File: src/sv/window_peak_prominence_filter_macros.svh
// ---------------------------------------------------------------------------
// Window peak prominence filter: assertion macros
// Concurrent checks on the rising edge of clk, disabled while arst_n is low.
// ---------------------------------------------------------------------------
`ifndef WINDOW_PEAK_PROMINENCE_FILTER_MACROS_SVH
`define WINDOW_PEAK_PROMINENCE_FILTER_MACROS_SVH

`ifndef SYNTHESIS
// property must hold at every edge
`define WPPF_ASSERT(lbl, prop) \
	lbl: assert property (@(posedge clk) disable iff (!arst_n) prop) \
	else $error("wppf: assertion failed");
// condition must never be true
`define WPPF_NEVER(lbl, cond) \
	lbl: assert property (@(posedge clk) disable iff (!arst_n) !(cond)) \
	else $error("wppf: forbidden condition seen");
`else
`define WPPF_ASSERT(lbl, prop)
`define WPPF_NEVER(lbl, cond)
`endif

`endif

File: src/sv/wppf_pkg.sv
// ---------------------------------------------------------------------------
// wppf_pkg
// Shared widths, constants, sequencer states and cell control for the
// window peak prominence filter.
// ---------------------------------------------------------------------------
package wppf_pkg;

	localparam int SAMPLE_W          = 17;
	localparam int QUOT_W            = SAMPLE_W - 1;
	localparam int CFG_W             = 6;
	localparam int BIT_CNT_W         = $clog2(SAMPLE_W);
	localparam int MAX_NEIGHBORS_DEF = 63;

	localparam logic [CFG_W-1:0]     NEIGHBORS_RESET = CFG_W'(24);
	localparam logic [BIT_CNT_W-1:0] BIT_LAST        = BIT_CNT_W'(SAMPLE_W - 1);
	// score of 1.0, for a peak whose neighbors are all zero
	localparam logic [SAMPLE_W-1:0]  SCORE_ONE       = SAMPLE_W'(65536);

	typedef enum logic [2:0] {
		ST_IDLE,
		ST_SETUP,
		ST_SCAN,
		ST_CMP,
		ST_DIV,
		ST_PUSH
	} state_t;

	typedef struct packed {
		logic shift;   // take the neighbor's sample
		logic clear;   // zero the sample
		logic setup;   // load window and center flags
		logic scan;    // rotate one bit and prune candidates
	} cell_ctrl_t;

endpackage

File: src/sv/wppf_div.sv
// ---------------------------------------------------------------------------
// wppf_div
// Restoring divider, one quotient bit per cycle:
// quotient = floor(dividend * 2^QUOT_W / divisor), dividend < divisor.
// ---------------------------------------------------------------------------
module wppf_div (
	input  logic                          clk,
	input  logic                          arst_n,
	input  logic                          start,
	input  logic [wppf_pkg::SAMPLE_W-1:0] dividend,
	input  logic [wppf_pkg::SAMPLE_W-1:0] divisor,
	output logic                          done,
	output logic [wppf_pkg::QUOT_W-1:0]   quotient
);

	localparam int W  = wppf_pkg::SAMPLE_W;
	localparam int QW = wppf_pkg::QUOT_W;
	localparam int CW = $clog2(QW);
	localparam logic [CW-1:0] CNT_LAST = CW'(QW - 1);

	logic [W-1:0]  rem_q;
	logic [QW-1:0] quot_q;
	logic [CW-1:0] cnt_q;
	logic          busy_q;
	logic          done_q;
	logic [W:0]    trial;
	logic          fits;

	assign trial = {rem_q, 1'b0};
	assign fits  = (trial >= {1'b0, divisor});

	always_ff @(posedge clk or negedge arst_n) begin
		if (!arst_n) begin
			busy_q <= 1'b0;
			done_q <= 1'b0;
		end else begin
			done_q <= 1'b0;
			if (start) begin
				busy_q <= 1'b1;
			end else if (busy_q && cnt_q == CNT_LAST) begin
				busy_q <= 1'b0;
				done_q <= 1'b1;
			end
		end
	end

	always_ff @(posedge clk) begin
		if (start) begin
			rem_q <= dividend;
			cnt_q <= '0;
		end else if (busy_q) begin
			// remainder stays below the divisor, so W bits hold it
			rem_q  <= fits ? W'(trial - {1'b0, divisor}) : W'(trial);
			quot_q <= {quot_q[QW-2:0], fits};
			cnt_q  <= cnt_q + 1'b1;
		end
	end

	assign done     = done_q;
	assign quotient = quot_q;

endmodule

File: config.mk
export PLATFORM = sky130hd
export DESIGN_NAME = wppf_div
export DESIGN_NICKNAME = d
export VERILOG_FILES = /design/src/sv/window_peak_prominence_filter_macros.svh /design/src/sv/wppf_pkg.sv /design/src/sv/wppf_div.sv
export SDC_FILE = /design/constraint.sdc
export NUM_CORES = 1
export LEC_CHECK = 0
export ABC_AREA = 1
export BUFFER_PORTS_ARGS = -buffer_cell sky130_fd_sc_hd__buf_2
export CAP_MARGIN = 20
export CORE_AREA = 5 5 77 79
export DETAILED_ROUTE_END_ITERATION = 7
export DIE_AREA = 0 0 82 84
export PLACE_DENSITY = 0.85
export SKIP_CTS_REPAIR_TIMING = 1
export SYNTH_ARGS = -nofsm -noshare
export SYNTH_HDL_FRONTEND = slang
export SYNTH_SLANG_ARGS = --single-unit
File: constraint.sdc
create_clock -name clk -period 4.4 [get_ports clk]
set_input_delay 0.44 -clock clk [delete_from_list [all_inputs] [get_ports clk]]
set_output_delay 0.44 -clock clk [all_outputs]
set_load 0.02 [all_outputs]
Word level (Yosys, flattened, before mapping)
Index checks and enable logic that the tools add are counted.
{ "word_totals": {"output_inout_bits": 17, "word_cells": 21, "regBits": 39} }
{ "classes": {"n_reduce_logical": 4, "n_mux": 7, "magnitude_cmp": 1, "add_sub_neg": 2, "n_bitwise": 1, "n_eq_ne": 1} }
{ "ops": {"columns": ["operator", "n"], "rows": [
  ["two-way mux 17 bit", 3],
  [">= comparator 18 x 17 -> 1 bit", 1],
  ["subtractor 17 bit", 1],
  ["adder 4 x 1 -> 4 bit, second input constant", 1],
  ["== test 4 bit, second input constant", 1],
  ["two-way mux 1 bit", 4],
  ["nonzero test 2 bit", 2],
  ["AND reduction 2 bit", 1],
  ["logical AND 1 bit", 1],
  ["inverter 1 bit", 1]
]} }

Logic depth before layout (Yosys ltp)
{ "logic_depth": {"ltp_word": 4, "mapped_depth": 14, "depth_no_buf": 14} }

Worst setup path before layout
No wires, ideal clock.
{ "synth_path": {"kind": "in2reg", "start": "input port divisor[11] (netlist name)", "end": "register rem_q[1], data pin", "slack_ns": 2.409, "setup_ns": 0.253, "arrival_time_ns": 1.738, "path_stages": 13, "path_cell_list": "inv_1 ha_1 nand2_1 nand2_1 nand2_1 nand2_1 nand2_1 nand2_1 nor2_4 buf_4 nand3_1 nand3_1 nand2_1"} }
{ "synth_via": {"elab_chain_cells": 4} }
{ "synth_lines": {"columns": ["element", "line_no", "rtl"], "rows": [
  ["from (decl)", "wppf_div.sv:11", "input logic [wppf_pkg::SAMPLE_W-1:0] divisor,"],
  [">= comparator 18 x 17 -> 1 bit", "wppf_div.sv:30", "assign fits = (trial >= {1'b0, divisor});"],
  ["two-way mux 17 bit", "wppf_div.sv:53", "rem_q <= fits ? W'(trial - {1'b0, divisor}) : W'(trial);"],
  ["two-way mux 17 bit", "wppf_div.sv:51", "end else if (busy_q) begin"],
  ["two-way mux 17 bit", "wppf_div.sv:48", "if (start) begin"],
  ["to (signal assigned)", "wppf_div.sv:49", "rem_q <= dividend;"],
  ["to (signal assigned)", "wppf_div.sv:53", null],
  ["to (decl)", "wppf_div.sv:21", "logic [W-1:0] rem_q;"]
]} }
No other way between the ends. The select of a mux whose other input is x is not followed.
A chain may end at the register's enable or synchronous reset.

Worst setup path in the final report
{ "layout_path": {"start": "register rem_q[15]", "end": "register rem_q[13], data pin"} }
{ "layout_via": {"elab_chain_cells": 4} }
{ "layout_lines": {"columns": ["element", "line_no"], "rows": [
  [">= comparator 18 x 17 -> 1 bit", "wppf_div.sv:30"],
  ["two-way mux 17 bit", "wppf_div.sv:53"],
  ["two-way mux 17 bit", "wppf_div.sv:51"],
  ["two-way mux 17 bit", "wppf_div.sv:48"]
]} }
No other way between the ends. The select of a mux whose other input is x is not followed.

==> impl_results.html <==
<table>
<tr><th>Metric</th><th>Value</th></tr>
<tr><th colspan="2">Pwr</th></tr>
<tr><td>Power Internal</td><td>0.986 mW</td></tr>
<tr><td>Switching part of the total</td><td>0.456</td></tr>
<tr><td>Power density over cell area</td><td>537 nW/um2</td></tr>
<tr><td>Worst ir drop on vdd</td><td>0.232 mV</td></tr>
<tr><td>Clk pwr share</td><td>0.134</td></tr>
<tr><td>Net switching power of the design</td><td>0.825 mW</td></tr>
<tr><td>Total design power</td><td>1.81 mW</td></tr>
<tr><td>Leakage power of the design</td><td>1.83 nW</td></tr>
<tr><td>Seq pwr share</td><td>0.304</td></tr>
<tr><td>Proportion of power drawn by combinational gates</td><td>0.562</td></tr>
<tr><th colspan="2">Logic synthesis</th></tr>
<tr><td>Most frequently used cell type in the post-synthesis netlist</td><td>sky130_fd_sc_hd__nand2_1</td></tr>
<tr><td>Commonest cells in the netlist</td><td>sky130_fd_sc_hd__nand2_1, sky130_fd_sc_hd__inv_1, sky130_fd_sc_hd__nand3_1</td></tr>
<tr><td>Number of warning messages in the yosys log</td><td>0</td></tr>
<tr><td>Post-synthesis instance total</td><td>405</td></tr>
<tr><td>Syn_nets</td><td>461</td></tr>
<tr><td>Number of enable flip-flop cells after synthesis</td><td>33</td></tr>
<tr><td>Cells taking the most area after synthesis</td><td>sky130_fd_sc_hd__edfxtp_1, sky130_fd_sc_hd__nand2_1, sky130_fd_sc_hd__inv_1</td></tr>
<tr><td>Async set-reset flop share out of synthesis</td><td>0.0513</td></tr>
<tr><td>Register area share after synthesis</td><td>0.378</td></tr>
<tr><td>Cell type contributing the most total cell area after synthesis</td><td>sky130_fd_sc_hd__edfxtp_1</td></tr>
<tr><td>Synth Area per Inst</td><td>7.33 um2</td></tr>
<tr><td>Primary FF master, synth</td><td>sky130_fd_sc_hd__edfxtp_1</td></tr>
<tr><td>Distinct cell type count after synthesis</td><td>31</td></tr>
<tr><td>Portion of synthesized cell area occupied by the leading cell type</td><td>0.334</td></tr>
<tr><td>Netlist area before placement</td><td>2970 um2</td></tr>
<tr><td>Number of storage elements in the synthesis netlist</td><td>39</td></tr>
<tr><th colspan="2">Detailed routing</th></tr>
<tr><td>Initial detailed-routing violation count</td><td>232</td></tr>
<tr><td>Detailed-route via count</td><td>2,748</td></tr>
<tr><td>Number of design rule violations left after detail routing</td><td>0</td></tr>
<tr><td>Number of nets still failing antenna checks after routing</td><td>0</td></tr>
<tr><td>Routed wire per std cell</td><td>13.0 um</td></tr>
<tr><td>Detailed Routing Iterations Pass 1</td><td>5</td></tr>
<tr><td>Routed wire length</td><td>6950 um</td></tr>
<tr><td>Post-DR vias/cell</td><td>5.16</td></tr>
<tr><th colspan="2">CTS</th></tr>
<tr><td>Clock sinks</td><td>39</td></tr>
<tr><td>Max Buffers Root-to-Sink</td><td>2</td></tr>
<tr><td>TritonCTS Buffers</td><td>5</td></tr>
<tr><td>Root buf cell</td><td>sky130_fd_sc_hd__clkbuf_8</td></tr>
<tr><td>Number of levels in the clock H-tree</td><td>2</td></tr>
<tr><td>Later-pin clock latency in the skew report</td><td>300 ps</td></tr>
<tr><td>Clock tree from TritonCTS</td><td>built</td></tr>
<tr><td>CTS clock-pin slew for the worst setup and hold paths</td><td>80 ps</td></tr>
<tr><th colspan="2">STA</th></tr>
<tr><td>Actual slew at the worst max-slew pin</td><td>788 ps</td></tr>
<tr><td>Fin. Hold Viols</td><td>0</td></tr>
<tr><td>Final Max Tran Viols</td><td>0</td></tr>
<tr><td>Final critical path time including I/O delays and setup</td><td>2460 ps</td></tr>
<tr><td>Hold Worst Slack</td><td>405 ps</td></tr>
<tr><td>Total negative slack for setup checks</td><td>0 ps</td></tr>
<tr><td>Crit share post-route</td><td>0.559</td></tr>
<tr><td>Worst clock skew</td><td>6.73 ps</td></tr>
<tr><td>Unrepaired setup endpoints after global routing</td><td>false</td></tr>
<tr><td>Relative slew slack</td><td>0.474</td></tr>
<tr><td>Endpoints failing setup</td><td>0</td></tr>
<tr><td>Setup WS post-layout</td><td>1940 ps</td></tr>
<tr><td>Upper clock frequency limit</td><td>406 MHz</td></tr>
<tr><th colspan="2">Floorplanning</th></tr>
<tr><td>Starting utilization of the core area</td><td>0.563</td></tr>
<tr><td>Std-Cell Rows</td><td>27</td></tr>
<tr><td>Vertical die dimension</td><td>84 um</td></tr>
<tr><td>Total Die Area</td><td>6890 um2</td></tr>
<tr><td>Horizontal extent of the die</td><td>82 um</td></tr>
<tr><td>Placeable Area</td><td>5270 um2</td></tr>
<tr><td>Number of ports placed on the die boundary</td><td>54</td></tr>
<tr><th colspan="2">Global routing</th></tr>
<tr><td>Largest net degree at the start of global routing</td><td>23</td></tr>
<tr><td>Global-route wire length before repair</td><td>11,500 um</td></tr>
<tr><td>GRT Total Usage</td><td>0.216</td></tr>
<tr><td>Vias in the first global route</td><td>2,662</td></tr>
<tr><td>Sum of overflow across all layers after global routing</td><td>0</td></tr>
<tr><td>Antenna violations before repair</td><td>0</td></tr>
<tr><th colspan="2">Setup path</th></tr>
<tr><td>Required time of the critical path</td><td>4450 ps</td></tr>
<tr><td>Crit path launch type</td><td>register</td></tr>
<tr><td>Worst flop-to-flop path endpoint</td><td>rem_q[13]</td></tr>
<tr><td>Worst reg-to-reg path cell count</td><td>10</td></tr>
<tr><td>Worst Path Max Fanout</td><td>18</td></tr>
<tr><td>Setup CP Type</td><td>reg2reg</td></tr>
<tr><td>Capturing instance or port of the critical path</td><td>rem_q[13]</td></tr>
<tr><td>Kind of end point of the critical path</td><td>register</td></tr>
<tr><td>Worst R2R Start</td><td>rem_q[15]</td></tr>
<tr><td>Worst R2R Setup Slack</td><td>1940 ps</td></tr>
<tr><td>Worst setup path start</td><td>rem_q[15]</td></tr>
<tr><td>Arrival time at the worst endpoint</td><td>2510 ps</td></tr>
<tr><th colspan="2">Place</th></tr>
<tr><td>Placed cell area</td><td>3280 um2</td></tr>
<tr><td>Global placer's final weighted congestion</td><td>0.908</td></tr>
<tr><td>Cell Count Post-Placement</td><td>524</td></tr>
<tr><td>Number of buffers inserted by port buffering</td><td>53</td></tr>
<tr><td>Estimated wirelength of the detail-placed design</td><td>5400 um</td></tr>
<tr><td>Place WS</td><td>1850 ps</td></tr>
<tr><th colspan="2">Finish</th></tr>
<tr><td>Layout cell share with drive strength beyond 1</td><td>0.202</td></tr>
<tr><td>Number of diodes</td><td>0</td></tr>
<tr><td>Net total in the final layout</td><td>516</td></tr>
<tr><td>Synth-to-Final Area Change</td><td>13.7%</td></tr>
<tr><td>Share of the core filled with cells</td><td>0.641</td></tr>
<tr><td>Final Instance Area</td><td>3380 um2</td></tr>
<tr><td>Count of placed standard cells in the final layout, fillers left out</td><td>533</td></tr>
<tr><th colspan="2">Min path</th></tr>
<tr><td>Type of the worst min-delay path</td><td>in2reg</td></tr>
<tr><th colspan="2">Job</th></tr>
<tr><td>MaxCap Viol Count</td><td>0</td></tr>
<tr><th colspan="2">Status</th></tr>
<tr><td>Status</td><td>finished clean</td></tr>
</table>
## worst max-delay path, cell delays in order (launching register included)
cell,delay [ps]
sky130_fd_sc_hd__edfxtp_1,390
sky130_fd_sc_hd__ha_1,340
sky130_fd_sc_hd__inv_1,90
sky130_fd_sc_hd__nor2_4,130
sky130_fd_sc_hd__nand2_1,90
sky130_fd_sc_hd__nor3_1,270
sky130_fd_sc_hd__nand2_2,310
sky130_fd_sc_hd__nand2_4,320
sky130_fd_sc_hd__nand3_1,120
sky130_fd_sc_hd__nand2_1,80
sky130_fd_sc_hd__nand2_1,60
## layer usage
layer / up-vias / track usage / part of all wire
met5: - / 0 / 0
met1: 1260 / 0.282 / 0.43
met4: 0 / 0.0740 / 0.025
li1: 1383 / - / -
met2: 87 / 0.355 / 0.49
met3: 18 / 0.0389 / 0.060
## cells by family (layout without fill, tap and decap cells)
| logic type | after synthesis | in the layout | share of synthesized area |
|---|---|---|---|
| flip-flops | 39 | 39 | 0.378 |
| AND/OR/NAND/NOR | 240 | 240 | 0.376 |
| AO/OA/AOI/OAI | 16 | 16 | 0.0291 |
| adder cells (fa/ha/maj) | 19 | 19 | 0.0826 |
| XOR/XNOR | 7 | 7 | 0.0207 |
| buffers and inverters | 84 | 140 | 0.114 |
## worst min-delay path by stage
stage                     start  endpoint  cells past startpoint
floorplan                arst_n    busy_q                      0
detailed placement       arst_n    busy_q                      1
global route        dividend[3]  rem_q[3]                      3
CTS                      arst_n    busy_q                      1
finish              dividend[0]  rem_q[0]                      3
global placement         arst_n    busy_q                      1
## registers in the layout (all words and copies together) (netlist names)
signal and cells:
cnt_q 4, done 1, quotient 16, busy_q 1, rem_q 17
## placed cells by master (no fill, tap or decap), types with 5 or more instances in the layout
| master | instances |
|---|---|
| sky130_fd_sc_hd__a21oi_1 | 11 |
| sky130_fd_sc_hd__buf_2 | 53 |
| sky130_fd_sc_hd__clkbuf_8 | 5 |
| sky130_fd_sc_hd__edfxtp_1 | 33 |
| sky130_fd_sc_hd__ha_1 | 18 |
| sky130_fd_sc_hd__inv_1 | 73 |
| sky130_fd_sc_hd__nand2_1 | 136 |
| sky130_fd_sc_hd__nand2_2 | 15 |
| sky130_fd_sc_hd__nand3_1 | 40 |
| sky130_fd_sc_hd__nand3b_1 | 11 |
| sky130_fd_sc_hd__nand4_1 | 5 |
| sky130_fd_sc_hd__nor2_1 | 15 |
| sky130_fd_sc_hd__xnor2_1 | 5 |
## layout make-up
class	instances	area (um2)
Clock buffer	6	72.6
Clock inverter	2	12.5
Fill cell	470	1890
Inverter	77	289
Multi-Input combinational cell	282	1510
Sequential cell	39	1120
Tap cell	72	90.1
Timing Repair Buffer	55	283
## power by group through the flow
stage               sequential [mW]  clock [mW]  combinational (mW)
finish                        0.551       0.242                1.02
global route                  0.560       0.264                1.14
CTS                           0.550       0.243                1.00
detailed placement            0.558           0               0.988
global placement              0.552           0               0.962
floorplan                     0.556           0               0.801
(Power assumes the default switching activity.)
