File: src/sv/window_peak_prominence_filter_macros.svh
// ---------------------------------------------------------------------------
// Window peak prominence filter: assertion macros
// Concurrent checks on the rising edge of clk, disabled while arst_n is low.
// ---------------------------------------------------------------------------
`ifndef WINDOW_PEAK_PROMINENCE_FILTER_MACROS_SVH
`define WINDOW_PEAK_PROMINENCE_FILTER_MACROS_SVH

`ifndef SYNTHESIS
// property must hold at every edge
`define WPPF_ASSERT(lbl, prop) \
	lbl: assert property (@(posedge clk) disable iff (!arst_n) prop) \
	else $error("wppf: assertion failed");
// condition must never be true
`define WPPF_NEVER(lbl, cond) \
	lbl: assert property (@(posedge clk) disable iff (!arst_n) !(cond)) \
	else $error("wppf: forbidden condition seen");
`else
`define WPPF_ASSERT(lbl, prop)
`define WPPF_NEVER(lbl, cond)
`endif

`endif

File: src/sv/wppf_pkg.sv
// ---------------------------------------------------------------------------
// wppf_pkg
// Shared widths, constants, sequencer states and cell control for the
// window peak prominence filter.
// ---------------------------------------------------------------------------
package wppf_pkg;

	localparam int SAMPLE_W          = 17;
	localparam int QUOT_W            = SAMPLE_W - 1;
	localparam int CFG_W             = 6;
	localparam int BIT_CNT_W         = $clog2(SAMPLE_W);
	localparam int MAX_NEIGHBORS_DEF = 63;

	localparam logic [CFG_W-1:0]     NEIGHBORS_RESET = CFG_W'(24);
	localparam logic [BIT_CNT_W-1:0] BIT_LAST        = BIT_CNT_W'(SAMPLE_W - 1);
	// score of 1.0, for a peak whose neighbors are all zero
	localparam logic [SAMPLE_W-1:0]  SCORE_ONE       = SAMPLE_W'(65536);

	typedef enum logic [2:0] {
		ST_IDLE,
		ST_SETUP,
		ST_SCAN,
		ST_CMP,
		ST_DIV,
		ST_PUSH
	} state_t;

	typedef struct packed {
		logic shift;   // take the neighbor's sample
		logic clear;   // zero the sample
		logic setup;   // load window and center flags
		logic scan;    // rotate one bit and prune candidates
	} cell_ctrl_t;

endpackage

File: src/sv/wppf_cell.sv
// ---------------------------------------------------------------------------
// wppf_cell
// One window position: holds a sample, shifts it to the next cell, and takes
// part in the MSB-first maximum search and center readout.
// ---------------------------------------------------------------------------
module wppf_cell #(
	parameter int IDX = 0,
	parameter int NW  = 6,
	parameter int IW  = 7
) (
	input  logic                          clk,
	input  logic                          arst_n,
	input  wppf_pkg::cell_ctrl_t          ctrl,
	input  logic [wppf_pkg::SAMPLE_W-1:0] prev_sample,
	input  logic [NW-1:0]                 center,
	input  logic [NW-1:0]                 nbr,
	input  logic                          any_cand,
	output logic [wppf_pkg::SAMPLE_W-1:0] sample,
	output logic                          cand_bit,
	output logic                          ctr_bit,
	output logic                          is_center
);

	localparam int W  = wppf_pkg::SAMPLE_W;
	localparam int XW = IW + 1;
	localparam logic [XW-1:0] POS = XW'(IDX);

	logic [W-1:0]  sample_q;
	logic          alive_q;
	logic          center_q;
	logic [XW-1:0] c_ext;
	logic [XW-1:0] n_ext;
	logic          in_win;
	logic          at_ctr;

	assign c_ext  = XW'(center);
	assign n_ext  = XW'(nbr);
	assign at_ctr = (POS == c_ext);
	assign in_win = !at_ctr && (POS + n_ext >= c_ext) && (POS <= c_ext + n_ext);

	always_ff @(posedge clk or negedge arst_n) begin
		if (!arst_n) begin
			sample_q <= '0;
			alive_q  <= 1'b0;
			center_q <= 1'b0;
		end else begin
			if (ctrl.clear) begin
				sample_q <= '0;
			end else if (ctrl.shift) begin
				sample_q <= prev_sample;
			end else if (ctrl.scan) begin
				// rotate; once the scan is through, the sample is back in place
				sample_q <= {sample_q[W-2:0], sample_q[W-1]};
			end
			if (ctrl.setup) begin
				alive_q  <= in_win;
				center_q <= at_ctr;
			end else if (ctrl.scan) begin
				// drop out when some candidate has a one where this one has a zero
				alive_q <= alive_q & (sample_q[W-1] | ~any_cand);
			end
		end
	end

	assign sample    = sample_q;
	assign cand_bit  = alive_q & sample_q[W-1];
	assign ctr_bit   = center_q & sample_q[W-1];
	assign is_center = center_q;

endmodule

File: config.mk
export PLATFORM = sky130hd
export DESIGN_NAME = wppf_cell
export DESIGN_NICKNAME = d
export VERILOG_FILES = /design/src/sv/window_peak_prominence_filter_macros.svh /design/src/sv/wppf_pkg.sv /design/src/sv/wppf_cell.sv
export SDC_FILE = /design/constraint.sdc
export NUM_CORES = 1
export LEC_CHECK = 0
export BUFFER_PORTS_ARGS = -buffer_cell sky130_fd_sc_hd__buf_2
export CORE_ASPECT_RATIO = 1.4
export CORE_MARGIN = 2
export CORE_UTILIZATION = 40
export CTS_CLUSTER_SIZE = 8
export DETAILED_ROUTE_END_ITERATION = 8
export PLACE_DENSITY_LB_ADDON = 0.2
export SLEW_MARGIN = 20
export SYNTH_ARGS = -nofsm -noshare
export SYNTH_HDL_FRONTEND = slang
export SYNTH_SLANG_ARGS = --single-unit
File: constraint.sdc
create_clock -name clk -period 1.3 [get_ports clk]
set_clock_uncertainty 0.1 [all_clocks]
set_input_delay 0 -clock clk [delete_from_list [all_inputs] [get_ports clk]]
set_output_delay 0 -clock clk [all_outputs]
set_load 0.05 [all_outputs]
Word level (Yosys, flattened, before mapping)
Cells that the tools add are included.
{"block": "word_totals", "ff_bits": 19, "word_cells": 22}
{"block": "op_classes", "addsub": 1, "n_lt_le_gt_ge": 2, "n_mux": 5, "bitwise_logic": 5, "n_reduce_logical": 6}
{"cell": "$mux W17", "count": 3}
{"cell": "$logic_not A8 Y1", "count": 1}
{"cell": "$add A6 B6 Y7", "count": 1}
{"cell": "$le A1 B7 Y1 const A", "count": 1}
{"cell": "$ge A6 B6 Y1", "count": 1}
{"cell": "$and A1 B1 Y1", "count": 3}
{"cell": "$reduce_bool A3 Y1", "count": 1}
{"cell": "$logic_and A1 B1 Y1", "count": 2}
{"cell": "$mux W1", "count": 2}
{"cell": "$reduce_bool A2 Y1", "count": 1}
{"cell": "$logic_not A1 Y1", "count": 1}
{"cell": "$not A1 Y1", "count": 1}
{"cell": "$or A1 B1 Y1", "count": 1}

Depth between registers and ports, before layout
Gate-level depths: netlist (run 1).
{"block": "depth", "ltp_word": 5, "mapped_depth": 6}

Worst setup path before layout (run 1)
OpenSTA, ideal clock, no wires.
{"block": "synth_path", "path_kind": "reg-to-reg", "from": "reg sample_q[16], in the netlist sample[16]", "to": "reg alive_q", "setup_ns": 0.082, "arrival_ns": 1.096, "path_slack_ns": 0.022, "path_stages_with_launch": 4, "n_path_buf": 0, "synth_period_minus_slack_ns": 1.278, "path_cell_list": "dfrtp_1 -> o21ai_1 -> o22a_1 -> a31oi_1"}
{"block": "synth_between", "elab_chain_cells": 4}
{"element": "from (decl)", "line_no": "wppf_cell.sv:28", "text": "logic [W-1:0] sample_q;"}
{"element": "from (signal assigned)", "line_no": "wppf_cell.sv:50", "text": "sample_q <= prev_sample;"}
{"element": "from (signal assigned)", "line_no": "wppf_cell.sv:53", "text": "sample_q <= {sample_q[W-2:0], sample_q[W-1]};"}
{"element": "$or A1 B1 Y1", "line_no": "wppf_cell.sv:60", "text": "alive_q <= alive_q & (sample_q[W-1] | ~any_cand);"}
{"element": "$and A1 B1 Y1", "line_no": "wppf_cell.sv:60"}
{"element": "$mux W1", "line_no": "wppf_cell.sv:58", "text": "end else if (ctrl.scan) begin"}
{"element": "$mux W1", "line_no": "wppf_cell.sv:55", "text": "if (ctrl.setup) begin"}
{"element": "to (signal assigned)", "line_no": "wppf_cell.sv:56", "text": "alive_q <= in_win;"}
{"element": "to (signal assigned)", "line_no": "wppf_cell.sv:60"}
{"element": "to (decl)", "line_no": "wppf_cell.sv:29", "text": "logic alive_q;"}
Every way passes these cells. The select of a mux whose other input is x is not followed.
A chain may end at the register's enable or synchronous reset.

Worst setup path after layout (run 1)
{"block": "layout_path", "from": "reg sample_q[16], in the netlist sample[16]", "to": "out ctr_bit"}
{"block": "layout_between", "elab_chain_cells": 1}
{"element": "$and A1 B1 Y1", "line_no": "wppf_cell.sv:67", "text": "assign ctr_bit = center_q & sample_q[W-1];"}
{"element": "to (decl)", "line_no": "wppf_cell.sv:20", "text": "output logic ctr_bit,"}
Every way passes these cells.

==> impl_metrics.json, run 1 <==
{
  "status": "complete, no violations",
  "worst_path_max_delay_cell": "dfrtp_1",
  "portBuffers": 55,
  "totalWireLength_mm": 2.74,
  "yosysWarnings": 0,
  "fin_setup_tns_ns": 0,
  "min_path_cells": 3,
  "critPathBufInv": 1,
  "final_common_cell": "buf_2",
  "antenna_found_initial": 0,
  "die_y_um": 66.0,
  "tritoncts": "built",
  "first_global_vias": 1098,
  "crit_start": "sample[16]",
  "cts.sinks": 19,
  "cts_buffers": 3,
  "hold-worst-slack_ns": 0.0378,
  "fillers": 233,
  "synth_cell_types": 21,
  "critPathKind": "register to primary output",
  "initial_core_util": 0.421,
  "fmax_mhz": 822,
  "synth.area.mux_share": 0.165,
  "firstDrtPassIters": 4,
  "arrival_ns": 1.12,
  "maxCapViolCount": 0,
  "powerDensity_nw_per_um2": 827,
  "grt_pass1_wl_mm": 4.59,
  "synth_top_family_by_area": "multiplexers",
  "path_cells": "and2_1, buf_2",
  "place_hpwl_mm": 1.94,
  "clock_path_buffers": 2,
  "slowest_delay_ns": 0.44,
  "critPathMaxFanout": 6,
  "ys_seq_elements": 19,
  "cts-root-buf": "clkbuf_4",
  "synth_cells": 123,
  "post_cts_buffers": 0,
  "core_area_um2": 2620,
  "synth-xor-area-share": 0,
  "vias": 1128,
  "regArea_um2": 475,
  "endpoint_kind": "primary output",
  "antenna_cells": 0,
  "ios": 56,
  "hold_violations": 0,
  "synth_compound_area_frac": 0.116,
  "drt_iter0_drc": 9,
  "crit_path_start_kind": "register",
  "path_clk_slew_ns": 0.10,
  "tightest_slew_ns": 0.416,
  "reg2reg_to": "alive_q",
  "final.min_clock_period_ns": 1.22,
  "h-tree-depth": 1,
  "p_leak_nw": 0.905,
  "gp_congestion": 0.720,
  "cp.depth": 2,
  "rsz0062_at_grt": "no",
  "final_cell_mix": "buf_2 (54), nor2_1 (34), dlygate4sd3_1 (20)",
  "postSynthNetCount": 165,
  "cpLargestDelayFamily": "flip-flops",
  "worst_r2r_path_depth": 3,
  "drc": 0,
  "clock_latency_ns": 0.28,
  "layout.nets": 239,
  "num_rows": 22,
  "slew_headroom": 0.723,
  "die_w_um": 48.3,
  "yosys.area_share.simple": 0.164,
  "wl_per_cell_um": 11.8,
  "finalCritPeriodShare": 0.936,
  "rrSetupSlack_ns": 0.26,
  "worstPathRequired_ns": 1.20,
  "vdd_ir_drop_max_mv": 0.506,
  "ant_nets": 0,
  "grt_max_degree": 35,
  "via_per_inst": 4.86,
  "drv_slew": 0,
  "grt_use_total": 0.186,
  "dieArea_um2": 3190,
  "avgSynthCellArea_um2": 8.94,
  "netlist_area_um2": 1100,
  "crit_end": "ctr_bit",
  "regToRegStartpoint": "sample[16]",
  "drive_gt1_frac": 0.321,
  "ys_seq_area_frac": 0.432,
  "grt_remaining_overflow": 0,
  "multi_input_area_um2": 564,
  "areaGrowthSynthToFinish_pct": 50.2,
  "synthAdderAreaFrac": 0.0683,
  "finalSetupViolations": 0,
  "hold_path.class": "input port to register"
}
-- Yosys cell counts (all sizes together) --
library cell / number / area [um2]
inv: 6 / 22.5
nor2: 34 / 128
clkbuf: 5 / 18.8
o22a: 1 / 8.76
nor2b: 1 / 6.26
mux2i: 17 / 170
o21ai: 3 / 15.0
ha: 6 / 75.1
nand3: 1 / 5.00
buf: 3 / 18.8
a211oi: 1 / 7.51
mux2: 1 / 11.3
nor3: 1 / 10.0
a21oi: 18 / 90.1
a31oi: 1 / 6.26
nand2: 2 / 7.51
or4: 1 / 11.3
and2: 2 / 12.5
dfrtp: 19 / 475
-- per-stage QoR --
stage	power [mW]	util	instance area [um2]	worst slack (ns)	instances
final	1.37	0.632	1650	0.0831	232
after global placement	1.03	0.544	1420	0.119	208
after detailed placement	1.05	0.544	1420	0.0659	208
after global routing	1.44	0.632	1650	0.0138	232
after floorplan	0.908	-	1100	0.0222	123
after CTS	1.37	0.631	1650	0.0436	232
-- routing by layer --
metal	global-route usage	part of all wire	wire length, um	vias to the layer above
li1	-	-	-	563
met5	0	0	0	-
met2	0.370	0.53	1460	41
met4	0.100	0.031	85	0
met1	0.187	0.39	1060	516
met3	0.0204	0.048	131	8
-- worst min-delay path by stage --
stage                            to  startpoint
after CTS                 is_center   center[1]
final                     is_center   center[1]
after detailed placement  sample[9]      arst_n
after global routing      is_center   center[1]
after global placement    sample[9]      arst_n
after floorplan             alive_q      arst_n
-- cells by family (layout without fill, tap and decap cells) --
group | Yosys count | count (layout)
multiplexers | 18 | 18
buffers and inverters | 14 | 87
flip-flops | 19 | 19
AND/OR/NAND/NOR | 42 | 42
AO/OA/AOI/OAI | 24 | 24
adder cells (fa/ha/maj) | 6 | 6
-- flip-flops by register name, indices dropped and copies added, names as in the netlist --
| name | flops |
|---|---|
| alive_q | 1 |
| is_center | 1 |
| sample | 17 |
-- tightest hold or removal path, delay by kind of cell --
kind          cells  cell delay [ns]
simple gates      1             0.05
buf+inv           1             0.10
mux               1             0.25
-- final cells by class --
type,instances,share of cell area
multi-input combinational,90,0.342
timing repair buffer,77,0.314
sequential,19,0.288
tap,36,0.0273
clock buffer,4,0.0159
inverter,6,0.0136
-- repair_timing --
item | in CTS | in global routing
endpoints found under the setup margin | 0 | 1
hold buffers | 20 | 0
endpoints found under the hold margin | 38 | 0
gates resized for setup | 0 | 1
-- power by group --
part | internal, mW | leakage, nW | switching [mW] | total [mW]
sequential | 0.624 | 0.253 | 0.0255 | 0.649
combinational | 0.178 | 0.637 | 0.254 | 0.432
clock | 0.119 | 0.0150 | 0.165 | 0.284
total | 0.921 | 0.905 | 0.444 | 1.37
Power figures use the tool's default switching activity.
==> run 2, diff against run 1 <==
==> constraint.sdc (replaced) <==
create_clock -name clk -period 1.1 [get_ports clk]
set_clock_uncertainty 0.1 [all_clocks]
set_input_delay 0 -clock clk [delete_from_list [all_inputs] [get_ports clk]]
set_output_delay 0 -clock clk [all_outputs]
set_load 0.05 [all_outputs]
==> impl_metrics.json, run 2 (synthesis results as in run 1) <==
{
  "portBuffers": 55,
  "hold_violations": 0,
  "path_clk_slew_ns": 0.11,
  "tritoncts": "built",
  "drc": 0,
  "firstDrtPassIters": 2,
  "vias": 1128,
  "power.net_switching_uw": 537,
  "worstPathRequired_ns": 1.18,
  "dpl_worst_slack_ns": -0.110,
  "maxCapViolCount": 0,
  "num_rows": 22,
  "fin_cells": 233,
  "slew_headroom": 0.715,
  "drive_gt1_frac": 0.431,
  "final.min_clock_period_ns": 1.16,
  "grt_use_total": 0.197,
  "grt_max_degree": 35,
  "antenna_found_initial": 0,
  "clock_path_buffers": 2,
  "gp_congestion": 0.685,
  "worst_r2r_path_depth": 5,
  "critPathKind": "register to register",
  "min_path_cells": 3,
  "layout.nets": 240,
  "cts.sinks": 19,
  "crit_path_start_kind": "register",
  "grt_remaining_overflow": 0,
  "initial_core_util": 0.421,
  "final_util": 0.655,
  "wl_per_cell_um": 12.1,
  "violations": "negative setup slack",
  "final_common_cell": "buf_2",
  "final.setup.worst_slack_ns": -0.0570,
  "fillers": 239,
  "die_y_um": 66.0,
  "via_per_inst": 4.84,
  "cts-root-buf": "clkbuf_4",
  "hold_path.class": "input port to register",
  "h-tree-depth": 1,
  "grt_pass1_wl_mm": 4.93,
  "fmax_mhz": 864,
  "ant_nets": 0,
  "dieArea_um2": 3190,
  "cts_buffers": 3,
  "finalCritPeriodShare": 1.05,
  "totalWireLength_mm": 2.81,
  "die_w_um": 48.3,
  "p_leak_nw": 0.888,
  "drv_slew": 0,
  "post-place-cells": 208,
  "ios": 56,
  "p_seq_frac": 0.472,
  "clock_latency_ns": 0.29,
  "cellInternalPower_mw": 1.10,
  "arrival_ns": 1.24,
  "areaGrowthSynthToFinish_pct": 55.6,
  "endpoint_kind": "register",
  "antenna_cells": 0,
  "core_area_um2": 2620,
  "pwr-share-clk": 0.209,
  "power_frac_comb": 0.319,
  "powerDensity_nw_per_um2": 958,
  "vdd_ir_drop_max_mv": 0.583,
  "critPathMaxFanout": 4,
  "swShare": 0.327,
  "status": "complete, but fails checks",
  "first_global_vias": 1230,
  "drt_iter0_drc": 37,
  "largest_reg_flops": 17,
  "final_cell_mix": "buf_2 (53), nor2_1 (34), dlygate4sd3_1 (20)",
  "tightest_slew_ns": 0.427,
  "place_hpwl_mm": 1.95,
  "rrSetupSlack_ns": -0.06,
  "finalSetupViolations": 4,
  "rsz0062_at_grt": "yes"
}
-- run 2: cell count changes in the layout (fill, tap and decap cells not counted) --
cell,change
and2_1,-2
clkbuf_4,-1
mux2i_2,+1
buf_2,-1
dfrtp_1,-18
and2_4,+2
buf_8,+2
dfrtp_2,+18
buf_6,+1
mux2i_1,-1
-- run 2: layer usage --
layer,routed length (um),part of all wire,up-vias,global-route usage
met1,1130,0.40,526,0.186
met5,0,0,-,0
li1,-,-,562,-
met4,34,0.012,0,0.0821
met3,147,0.052,4,0.0317
met2,1500,0.53,36,0.413
-- run 2: worst max-delay path, stage by stage (launching register included) --
cell and delay, ns:
dfrtp_2 0.45, buf_6 0.13, mux2i_2 0.14, nor2_1 0.06, a21oi_1 0.11, nor2_1 0.05
-- run 2: cell type report --
type	count	area [um2]	area share
multi-input combinational	90	573	0.335
sequential	19	498	0.291
tap	36	45.0	0.0263
timing repair buffer	78	547	0.319
clock buffer	4	26.3	0.0154
inverter	6	22.5	0.0132
-- run 2: what timing repair did --
action	in CTS	in global routing
endpoints found under the hold margin	38	0
hold buffers	20	0
setup endpoints to repair	2	9
buffers inserted	1	0
gates resized for setup	9	1
pin swaps	0	3
-- run 2: power by group through the flow --
stage	Combinational, mW	Sequential [mW]	Clock (mW)
global route	0.573	0.781	0.379
finish	0.523	0.774	0.343
global placement	0.441	0.786	0
detailed placement	0.456	0.788	0
CTS	0.521	0.774	0.356
floorplan	0.173	0.908	0
-- run 2: metrics by stage --
stage | TNS [ns] | hold slack (ns) | total power, mW | area [um2]
2_1_floorplan | -0.0194 | -0.396 | 1.08 | 1120
3_3_place_gp | -0.0826 | -0.145 | 1.23 | 1450
3_5_place_dp | -0.122 | -0.138 | 1.24 | 1450
4_1_cts | -0.108 | 0.0263 | 1.65 | 1710
5_1_grt | -0.544 | 0.0255 | 1.73 | 1710
6_report | -0.173 | 0.0292 | 1.64 | 1710
-- run 2: path summary, 6_finish.rpt --
path                            start          to
min                         center[1]   is_center
max in group asynchronous      arst_n  sample[14]
min in group asynchronous      arst_n   sample[6]
min reg2reg                 is_center   is_center
max reg2reg                sample[16]  sample[16]
max                        sample[16]  sample[16]
